[src/rtl/rgsw_pkg.sv]
// Shared widths, constants and register codes of the radial gaussian spectrum weight core.
`default_nettype none

package rgsw_pkg;

  // Sample and frame geometry
  localparam int SAMPLE_W  = 32;
  localparam int IDX_W     = 10;
  localparam int DIM_W     = 11;
  localparam int HALF_W    = 10;
  localparam int SPREAD_W  = 16;
  localparam logic [DIM_W-1:0] MAX_DIM = 11'd1024;

  // Configuration port
  localparam int CFG_IDX_W = 2;
  localparam int CFG_W     = 16;
  localparam logic [CFG_IDX_W-1:0] REG_FRAME_WIDTH  = 2'd0;
  localparam logic [CFG_IDX_W-1:0] REG_FRAME_HEIGHT = 2'd1;
  localparam logic [CFG_IDX_W-1:0] REG_SPREAD       = 2'd2;
  localparam logic [DIM_W-1:0]    FRAME_WIDTH_RST  = 11'd512;
  localparam logic [DIM_W-1:0]    FRAME_HEIGHT_RST = 11'd512;
  localparam logic [SPREAD_W-1:0] SPREAD_RST       = 16'd2048;

  // Distance stage: squared radius, root, exponent division
  localparam int DELTA_W     = 11;
  localparam int SQ_W        = 22;
  localparam int FRAC_SH     = 16;
  localparam int ROOT_W      = 19;
  localparam int SQRT_STAGES = 19;
  localparam int S2_W        = 32;
  localparam int SCALE_SH    = 23;
  localparam int NUM_W       = 43;
  localparam int QUO_W       = 21;
  localparam int X16_W       = 21;
  localparam logic [X16_W-1:0] X16_CAP = 21'h100000;
  localparam int DIV_STEPS   = 21;
  localparam int DIV_STAGES  = DIV_STEPS + 2;
  localparam int DIST_LAT    = SQRT_STAGES + DIV_STAGES;

  // Weight stage: range reduction and exp series
  localparam int X32_W        = 37;
  localparam logic [31:0] LN2_Q32 = 32'd2977044472;
  localparam int N_W          = 5;
  localparam int RED_STAGES   = 5;
  localparam int SERIES_TERMS = 13;
  localparam int SER_STAGES   = 3 * (SERIES_TERMS - 1);
  localparam int EXP_LAT      = RED_STAGES + 1 + SER_STAGES + 1;
  localparam int SUM_W        = 34;
  localparam int W_W          = 17;
  localparam logic [W_W-1:0] WEIGHT_ONE = 17'd65536;

  // Sample delay line, aligned with the weight register
  localparam int SMP_DEPTH = 2 + DIST_LAT + EXP_LAT;
  localparam int PROD_W    = SAMPLE_W + W_W + 1;

endpackage

`default_nettype wire

[src/rtl/rgsw_dist.sv]
// Pipelined square root of the radius, division of it by the spread squared, capped at 16.0.
`default_nettype none

module rgsw_dist (
  input  wire logic                           clk,
  input  wire logic                           en,
  input  wire logic [rgsw_pkg::SQ_W-1:0]      dist_sq,
  input  wire logic [rgsw_pkg::S2_W-1:0]      spread_sq,
  output logic      [rgsw_pkg::X16_W-1:0]     x16
);

  localparam int REM_W = rgsw_pkg::ROOT_W + 2;
  localparam int V_W   = 2 * rgsw_pkg::SQRT_STAGES;

  logic [rgsw_pkg::ROOT_W-1:0] sq_root [rgsw_pkg::SQRT_STAGES];
  logic [REM_W-1:0]            sq_rem  [rgsw_pkg::SQRT_STAGES];
  logic [rgsw_pkg::SQ_W-1:0]   sq_val  [rgsw_pkg::SQRT_STAGES];

  logic [rgsw_pkg::NUM_W-1:0]  dv_num [rgsw_pkg::DIV_STEPS+1];
  logic                        dv_ovf [rgsw_pkg::DIV_STEPS+1];
  logic [rgsw_pkg::S2_W-1:0]   dv_rem [rgsw_pkg::DIV_STEPS+1];
  logic [rgsw_pkg::QUO_W-1:0]  dv_quo [rgsw_pkg::DIV_STEPS+1];

  logic [rgsw_pkg::NUM_W-1:0]  num;

  // Square root of dist_sq * 2^16, one root bit per stage
  for (genvar j = 0; j < rgsw_pkg::SQRT_STAGES; j++) begin : g_sqrt
    localparam int P = rgsw_pkg::SQRT_STAGES - 1 - j;
    logic [rgsw_pkg::ROOT_W-1:0] root_i;
    logic [REM_W-1:0]            rem_i;
    logic [rgsw_pkg::SQ_W-1:0]   val_i;
    logic [V_W-1:0]              v;
    logic [REM_W+1:0]            acc;
    logic [REM_W+1:0]            trial;
    if (j == 0) begin : g_first
      assign root_i = '0;
      assign rem_i  = '0;
      assign val_i  = dist_sq;
    end else begin : g_next
      assign root_i = sq_root[j-1];
      assign rem_i  = sq_rem[j-1];
      assign val_i  = sq_val[j-1];
    end
    assign v     = {val_i, {(V_W-rgsw_pkg::SQ_W){1'b0}}};
    assign acc   = {rem_i, v[2*P+1 -: 2]};
    assign trial = {1'b0, root_i, 2'b01};
    always_ff @(posedge clk) begin
      if (en) begin
        sq_val[j] <= val_i;
        if (acc >= trial) begin
          sq_rem[j]  <= REM_W'(acc - trial);
          sq_root[j] <= {root_i[rgsw_pkg::ROOT_W-2:0], 1'b1};
        end else begin
          sq_rem[j]  <= acc[REM_W-1:0];
          sq_root[j] <= {root_i[rgsw_pkg::ROOT_W-2:0], 1'b0};
        end
      end
    end
  end

  // Form the rounded numerator and flag quotients too wide for the quotient register
  assign num = {1'b0, sq_root[rgsw_pkg::SQRT_STAGES-1], {rgsw_pkg::SCALE_SH{1'b0}}}
             + rgsw_pkg::NUM_W'(spread_sq >> 1);

  always_ff @(posedge clk) begin
    if (en) begin
      dv_num[0] <= num;
      dv_ovf[0] <= rgsw_pkg::S2_W'(num[rgsw_pkg::NUM_W-1:rgsw_pkg::QUO_W]) >= spread_sq;
      dv_rem[0] <= rgsw_pkg::S2_W'(num[rgsw_pkg::NUM_W-1:rgsw_pkg::QUO_W]);
      dv_quo[0] <= '0;
    end
  end

  // Restoring division, one quotient bit per stage
  for (genvar i = 1; i <= rgsw_pkg::DIV_STEPS; i++) begin : g_div
    localparam int B = rgsw_pkg::DIV_STEPS - i;
    logic [rgsw_pkg::S2_W:0] t;
    logic                    ge;
    assign t  = {dv_rem[i-1], dv_num[i-1][B]};
    assign ge = t >= {1'b0, spread_sq};
    always_ff @(posedge clk) begin
      if (en) begin
        dv_num[i] <= dv_num[i-1];
        dv_ovf[i] <= dv_ovf[i-1];
        dv_rem[i] <= ge ? rgsw_pkg::S2_W'(t - {1'b0, spread_sq}) : t[rgsw_pkg::S2_W-1:0];
        dv_quo[i] <= {dv_quo[i-1][rgsw_pkg::QUO_W-2:0], ge};
      end
    end
  end

  // Cap the exponent at 16.0
  always_ff @(posedge clk) begin
    if (en) begin
      if (dv_ovf[rgsw_pkg::DIV_STEPS] || dv_quo[rgsw_pkg::DIV_STEPS] > rgsw_pkg::X16_CAP) begin
        x16 <= rgsw_pkg::X16_CAP;
      end else begin
        x16 <= dv_quo[rgsw_pkg::DIV_STEPS];
      end
    end
  end

endmodule

`default_nettype wire

[config.mk]
export PLATFORM = sky130hd
export DESIGN_NAME = rgsw_dist
export DESIGN_NICKNAME = d
export VERILOG_FILES = /design/src/rtl/rgsw_pkg.sv /design/src/rtl/rgsw_dist.sv
export SDC_FILE = /design/constraint.sdc
export NUM_CORES = 2
export LEC_CHECK = 0
export ABC_CLOCK_PERIOD_IN_PS = 10000
export BUFFER_PORTS_ARGS = -buffer_cell sky130_fd_sc_hd__buf_4
export CORE_MARGIN = 1.5
export CORE_UTILIZATION = 41
export CTS_CLUSTER_DIAMETER = 50
export DETAILED_ROUTE_END_ITERATION = 10
export PLACE_DENSITY_LB_ADDON = 0.2
export SYNTH_ARGS = -nofsm -noshare
export SYNTH_HDL_FRONTEND = slang
export SYNTH_SLANG_ARGS = --single-unit
export TNS_END_PERCENT = 20
[constraint.sdc]
create_clock -name clk -period 10 [get_ports clk]
set_input_delay 0 -clock clk [delete_from_list [all_inputs] [get_ports clk]]
set_output_delay 0 -clock clk [all_outputs]
set_load 0.1 [all_outputs]
# ---- Word-level counts from Yosys, hierarchy flattened
# Memory sizes are Yosys's and may differ from the RTL's.
# Index checks and enable logic that the tools add are counted.
dict set report op_classes {
  addsub 41
  n_lt_le_gt_ge 42
  muxes 175
  bitwise_logic 38
  n_reduce_logical 1
}
# operator count
set op_table {}
lappend op_table {{greater-or-equal comparator 33 x 32 -> 1 bit} 21}
lappend op_table {{two-way mux 32 bit} 21}
lappend op_table {{subtractor 32 bit} 21}
lappend op_table {{greater-or-equal comparator 23 x 21 -> 1 bit} 18}
lappend op_table {{two-way mux 21 bit} 19}
lappend op_table {{subtractor 21 bit} 18}
lappend op_table {{two-way mux 19 bit} 19}
lappend op_table {{two-way mux 1 bit} 116}
lappend op_table {{adder 42 x 31 -> 43 bit} 1}
lappend op_table {{OR 1 bit} 38}
lappend op_table {{greater-or-equal comparator 22 x 32 -> 1 bit} 1}
lappend op_table {{> comparator 21 bit (second input constant)} 1}
lappend op_table {{subtractor 2 x 1 -> 3 bit (second input constant)} 1}
lappend op_table {{greater-or-equal comparator 2 x 1 -> 1 bit (second input constant)} 1}
lappend op_table {{logical OR 1 bit} 1}
dict set report word_totals {
  register_bits 21
  ram_bits 3312
  output_inout_bits 21
  mem_count 7
}
# memory depth width rd rd_clocked_by_memory_dff write_ports line_no
set memory_table {}
lappend memory_table {dv_num 22 43 21 0 22 rgsw_dist.sv:19} ;# logic [rgsw_pkg::NUM_W-1:0] dv_num [rgsw_pkg::DIV_STEPS+1];
lappend memory_table {dv_rem 22 32 21 0 22 rgsw_dist.sv:21} ;# logic [rgsw_pkg::S2_W-1:0] dv_rem [rgsw_pkg::DIV_STEPS+1];
lappend memory_table {dv_quo 22 21 22 0 22 rgsw_dist.sv:22} ;# logic [rgsw_pkg::QUO_W-1:0] dv_quo [rgsw_pkg::DIV_STEPS+1];
lappend memory_table {sq_val 19 22 18 0 19 rgsw_dist.sv:17} ;# logic [rgsw_pkg::SQ_W-1:0] sq_val [rgsw_pkg::SQRT_STAGES];
lappend memory_table {sq_rem 19 21 18 0 19 rgsw_dist.sv:16} ;# logic [REM_W-1:0] sq_rem [rgsw_pkg::SQRT_STAGES];
lappend memory_table {sq_root 19 19 19 0 19 rgsw_dist.sv:15} ;# logic [rgsw_pkg::ROOT_W-1:0] sq_root [rgsw_pkg::SQRT_STAGES];
lappend memory_table {{1 more memories} n/a n/a n/a n/a n/a n/a}

# ---- Logic depth before layout (Yosys ltp)
# An unclocked memory read counts as a cell.
dict set report logic_depth {
  depth_word 6
  mapped_depth 19
}

# ---- Worst setup path after synthesis
# Ideal clock, no wire load.
dict set report synth_path {
  kind {register to register}
  startpoint {mem sq_root[18][0] in the netlist's numbering}
  endpoint {mem dv_ovf[0][0], data pin}
  setup_ns 0.152
  arrival_time_ns 3.375
  path_slack_ns 6.474
  path_stages_with_launch 17
  path_buffers 0
  period_less_slack_ns 3.526
  path_cell_list {edfxtp_1 ha_1 fa_1 a21oi_1 nor2_1 nor2_1 o21bai_1 a21oi_1 o21bai_1 a21oi_1 nor2_1 xor2_1 ha_1 and4_1 nand3_1 or4_1 a31oi_1}
}
# element line_no
set synth_rtl {}
lappend synth_rtl {{from (decl)} rgsw_dist.sv:15}
lappend synth_rtl {{to (decl)} rgsw_dist.sv:20} ;# logic dv_ovf [rgsw_pkg::DIV_STEPS+1];

==> summary.txt <==
Synthesis
  • Avg Inst Size Synth: approximately 11 um^2
  • Cell Area, Synth: around 110,000 um^2
  • FF+latch count, synth: 1,811
  • Post-synthesis async set-or-reset flop share: 0%
  • Warnings, synthesis: 0
  • Syn nets: about 11k
  • Seq/Total Area, Yosys: 50.5%
  • Post-synth EDFFs: 1,810
  • Cell variety after synth: 93
  • Main synth FF type: edfxtp_1
  • Cells after Synth: 9,825

Finish
  • Filler instances: between 20k and 25k
  • Area grow syn2layout: 13.9%
  • Layout cells sized above 1: 8.76%
  • Most frequent cells in the layout: edfxtp_1, ha_1, nand2_1
  • Storage cell area: 54,400 um^2
  • Nets: 11.1k
  • Most common cell after layout, fill and taps aside: edfxtp_1
  • Layout Utilization: 47.1%
  • Multi-input gate area: 50,600 um^2

CTS
  • CTS tree: yes
  • Maximum root-to-sink buffer count: 4
  • CTS H-tree depth: 5
  • Clock latency on the worst-skew pair: a little under 900 ps
  • Postcts setup bufs: 0
  • Cts bufs inserted: 268
  • Hold_buf cts: 100
  • Root buf cell: clkbuf_16
  • Clock slew at reported path FFs: 60 ps
  • Clk sinks: 1,811
  • Resize count post-CTS: 0

Timing
  • Tmin final: 4470 ps
  • Post-route clock period utilization: 44.7%
  • Fmax achieved: 224 MHz
  • Max Slew Vio Count: 0
  • Hold_ws: between 60 and 70 ps
  • Setup Skew: 45.3 ps
  • RSZ-0062 raised after global routing: false
  • Final setup vio count: 0
  • Setup tns final: 0 ps
  • Slack of the critical path: around 5500 ps
  • Relative slew slack: between 20% and 30%
  • Hold Violations, Final: 0
  • Worst Tran Pin Value: 1170 ps

Route
  • Drt initial violations: 5,124
  • Vias: 75.5k
  • Via density: approximately 5.5
  • Pre-Repair DR Iteration Count: 6
  • Final WL: 274,000 um
  • Routed length per placed instance: 19.8 um
  • DRC viols: 0
  • Post-route ant nets: 0

GRT
  • Vias in the first global route: around 74k
  • Remaining Overflow, GRT: 0
  • Initial antenna violation count: 5
  • Largest net degree at the start of global routing: 187
  • All-Layer GR Usage: 20.3%
  • First-pass GRT wire length: 425,000 um

Setup path
  • Reg-to-reg slack, setup: 5550 ps
  • Crit-path leading delay family: compound AO/OA/AOI/OAI gates
  • Setup CP Type: in2reg
  • WP buf/inv: 6
  • Startpoint types: input port
  • CP endpoint: dv_rem[1][146]$_DFFE_PP_
  • Max incr delay on CP: 760 ps
  • R2r endpoint: dv_rem[2][144]$_DFFE_PP_
  • Worst r2r src: dv_rem[2][96]$_DFFE_PP_
  • CP endpoint kind: flip-flop
  • Critical Path RT: 10,600 ps
  • Critical-path cell list: dlygate4sd3_1 > buf_4 > inv_1 > buf_4 > buf_4 > ha_1 > a21o_1 > a21oi_1 > nor2_1 > a21oi_1 > a21oi_1 > o31ai_1 > a31oi_1 > o21ai_0 > o211a_1 > inv_2 > mux2_2
  • Max stage delay cell, worst path: o211a_1
  • Worst-path fanout max: 33
  • R2R depth: 12
  • Crit path from: spread_sq[10]
  • Crit path DAT: roughly 5100 ps
  • Critical path depth: 17

Pwr
  • Total power: 0.0367 W
  • Pleak: 48.6 nW
  • VDD IR max: 0.000148 V
  • PwrDens: 299 nW/um^2

Floorplanning
  • Die Ht: ~520 um
  • Placeable core region: 260,000 um^2
  • Num rows: 187
  • Starting Density: a little over 40%
  • Die width: 515 um
  • Die area: 266,000 um^2
  • I/O pin cnt: between 70 and 80

Hold path
  • Hold path depth: 3
  • Type of the tightest min-delay check: in2reg

Run status
  • Status: completed

Place
  • Placer Congestion: about 0.91
  • Post-place setup slack: 5230 ps
  • DP HPWL: approximately 200,000 um
  • IO Port Bufs: 76

Flow run
  • Max-cap violation count: 0
layer usage:
layer  up-vias  track usage, %  share of wire, %
met5         -               0            0.0062
met4         2            8.03               4.0
met3       518            2.55               4.2
met2      1612            34.4                47
met1     36200            26.2                44
li1      37200               -                 -
synthesized netlist by cell type, drive strengths merged (195+ instances only):
library cell     n  area [um^2]
o21ai          725         3630
ha             888        11100
inv            507         1900
a21oi          830         4150
mux2           226         2540
xor2           346         3030
xnor2          435         3810
edfxtp        1810        54400
a21o           388         2910
nand2          847         3180
nand3          195          976
clkbuf         227          852
nor2           618         2320
worst min path at each step:
stage,from,to
floorplan,spread_sq[1],dv_num[0][0]$_DFFE_PP_
global placement,dist_sq[18],sq_val[0][18]$_DFFE_PP_
CTS,spread_sq[0],dv_rem[1][0]$_DFFE_PP_
detailed placement,dist_sq[11],sq_val[0][11]$_DFFE_PP_
global route,spread_sq[0],dv_rem[1][0]$_DFFE_PP_
finish,spread_sq[0],dv_rem[1][0]$_DFFE_PP_
cell families (layout without fill, tap and decap cells):
family                   count (synthesis)  in the layout  synth area share [%]
AND/OR/NAND/NOR                       2624           2624                  11.7
buffers and inverters                  764           1258                  2.70
adder cells (fa/ha/maj)                916            916                  10.8
flip-flops                            1811           1811                  50.5
XOR/XNOR                               781            781                  6.35
multiplexers                           248            248                  2.57
AO/OA/AOI/OAI                         2681           2681                  15.4
other                                    0              2                     0
registers in the layout, summed over array words and instances (netlist names):
register / cells
sq_val: 110
x16: 21
dv_num: 253
sq_root: 183
dv_ovf: 22
dv_rem: 640
sq_rem: 351
dv_quo: 231
stage by stage:
step	instance area, um^2	std cells
floorplan	108000	9825
global placement	113000	13200
detailed placement	113000	13200
CTS	123000	13800
global route	123000	13800
finish	123000	13800
cell type report:
type	count	area share, %
Tap cell	3496	3.57
Clock inverter	183	1.77
Inverter	507	1.55
Clock buffer	301	5.61
Sequential cell	1811	44.3
Timing Repair Buffer	267	1.93
Multi-Input combinational cell	7250	41.2
Antenna cell	2	0.00408
worst register-to-register path, stage by stage, from the launching register on:
cell	delay, ps
edfxtp_1	410
ha_1	320
nor2b_1	140
o21ai_0	190
a21boi_0	140
o21ai_0	360
a21oi_1	200
o31ai_1	490
a211o_1	260
o21ai_1	100
a2111oi_0	680
o21ai_4	440
mux2_1	460
where the power goes:
group	internal, W	switching (W)
combinational	0.00630	0.00844
sequential	0.0111	0.00133
clock	0.00581	0.00370
total	0.0232	0.0135
Power figures use the tool's default switching activity.
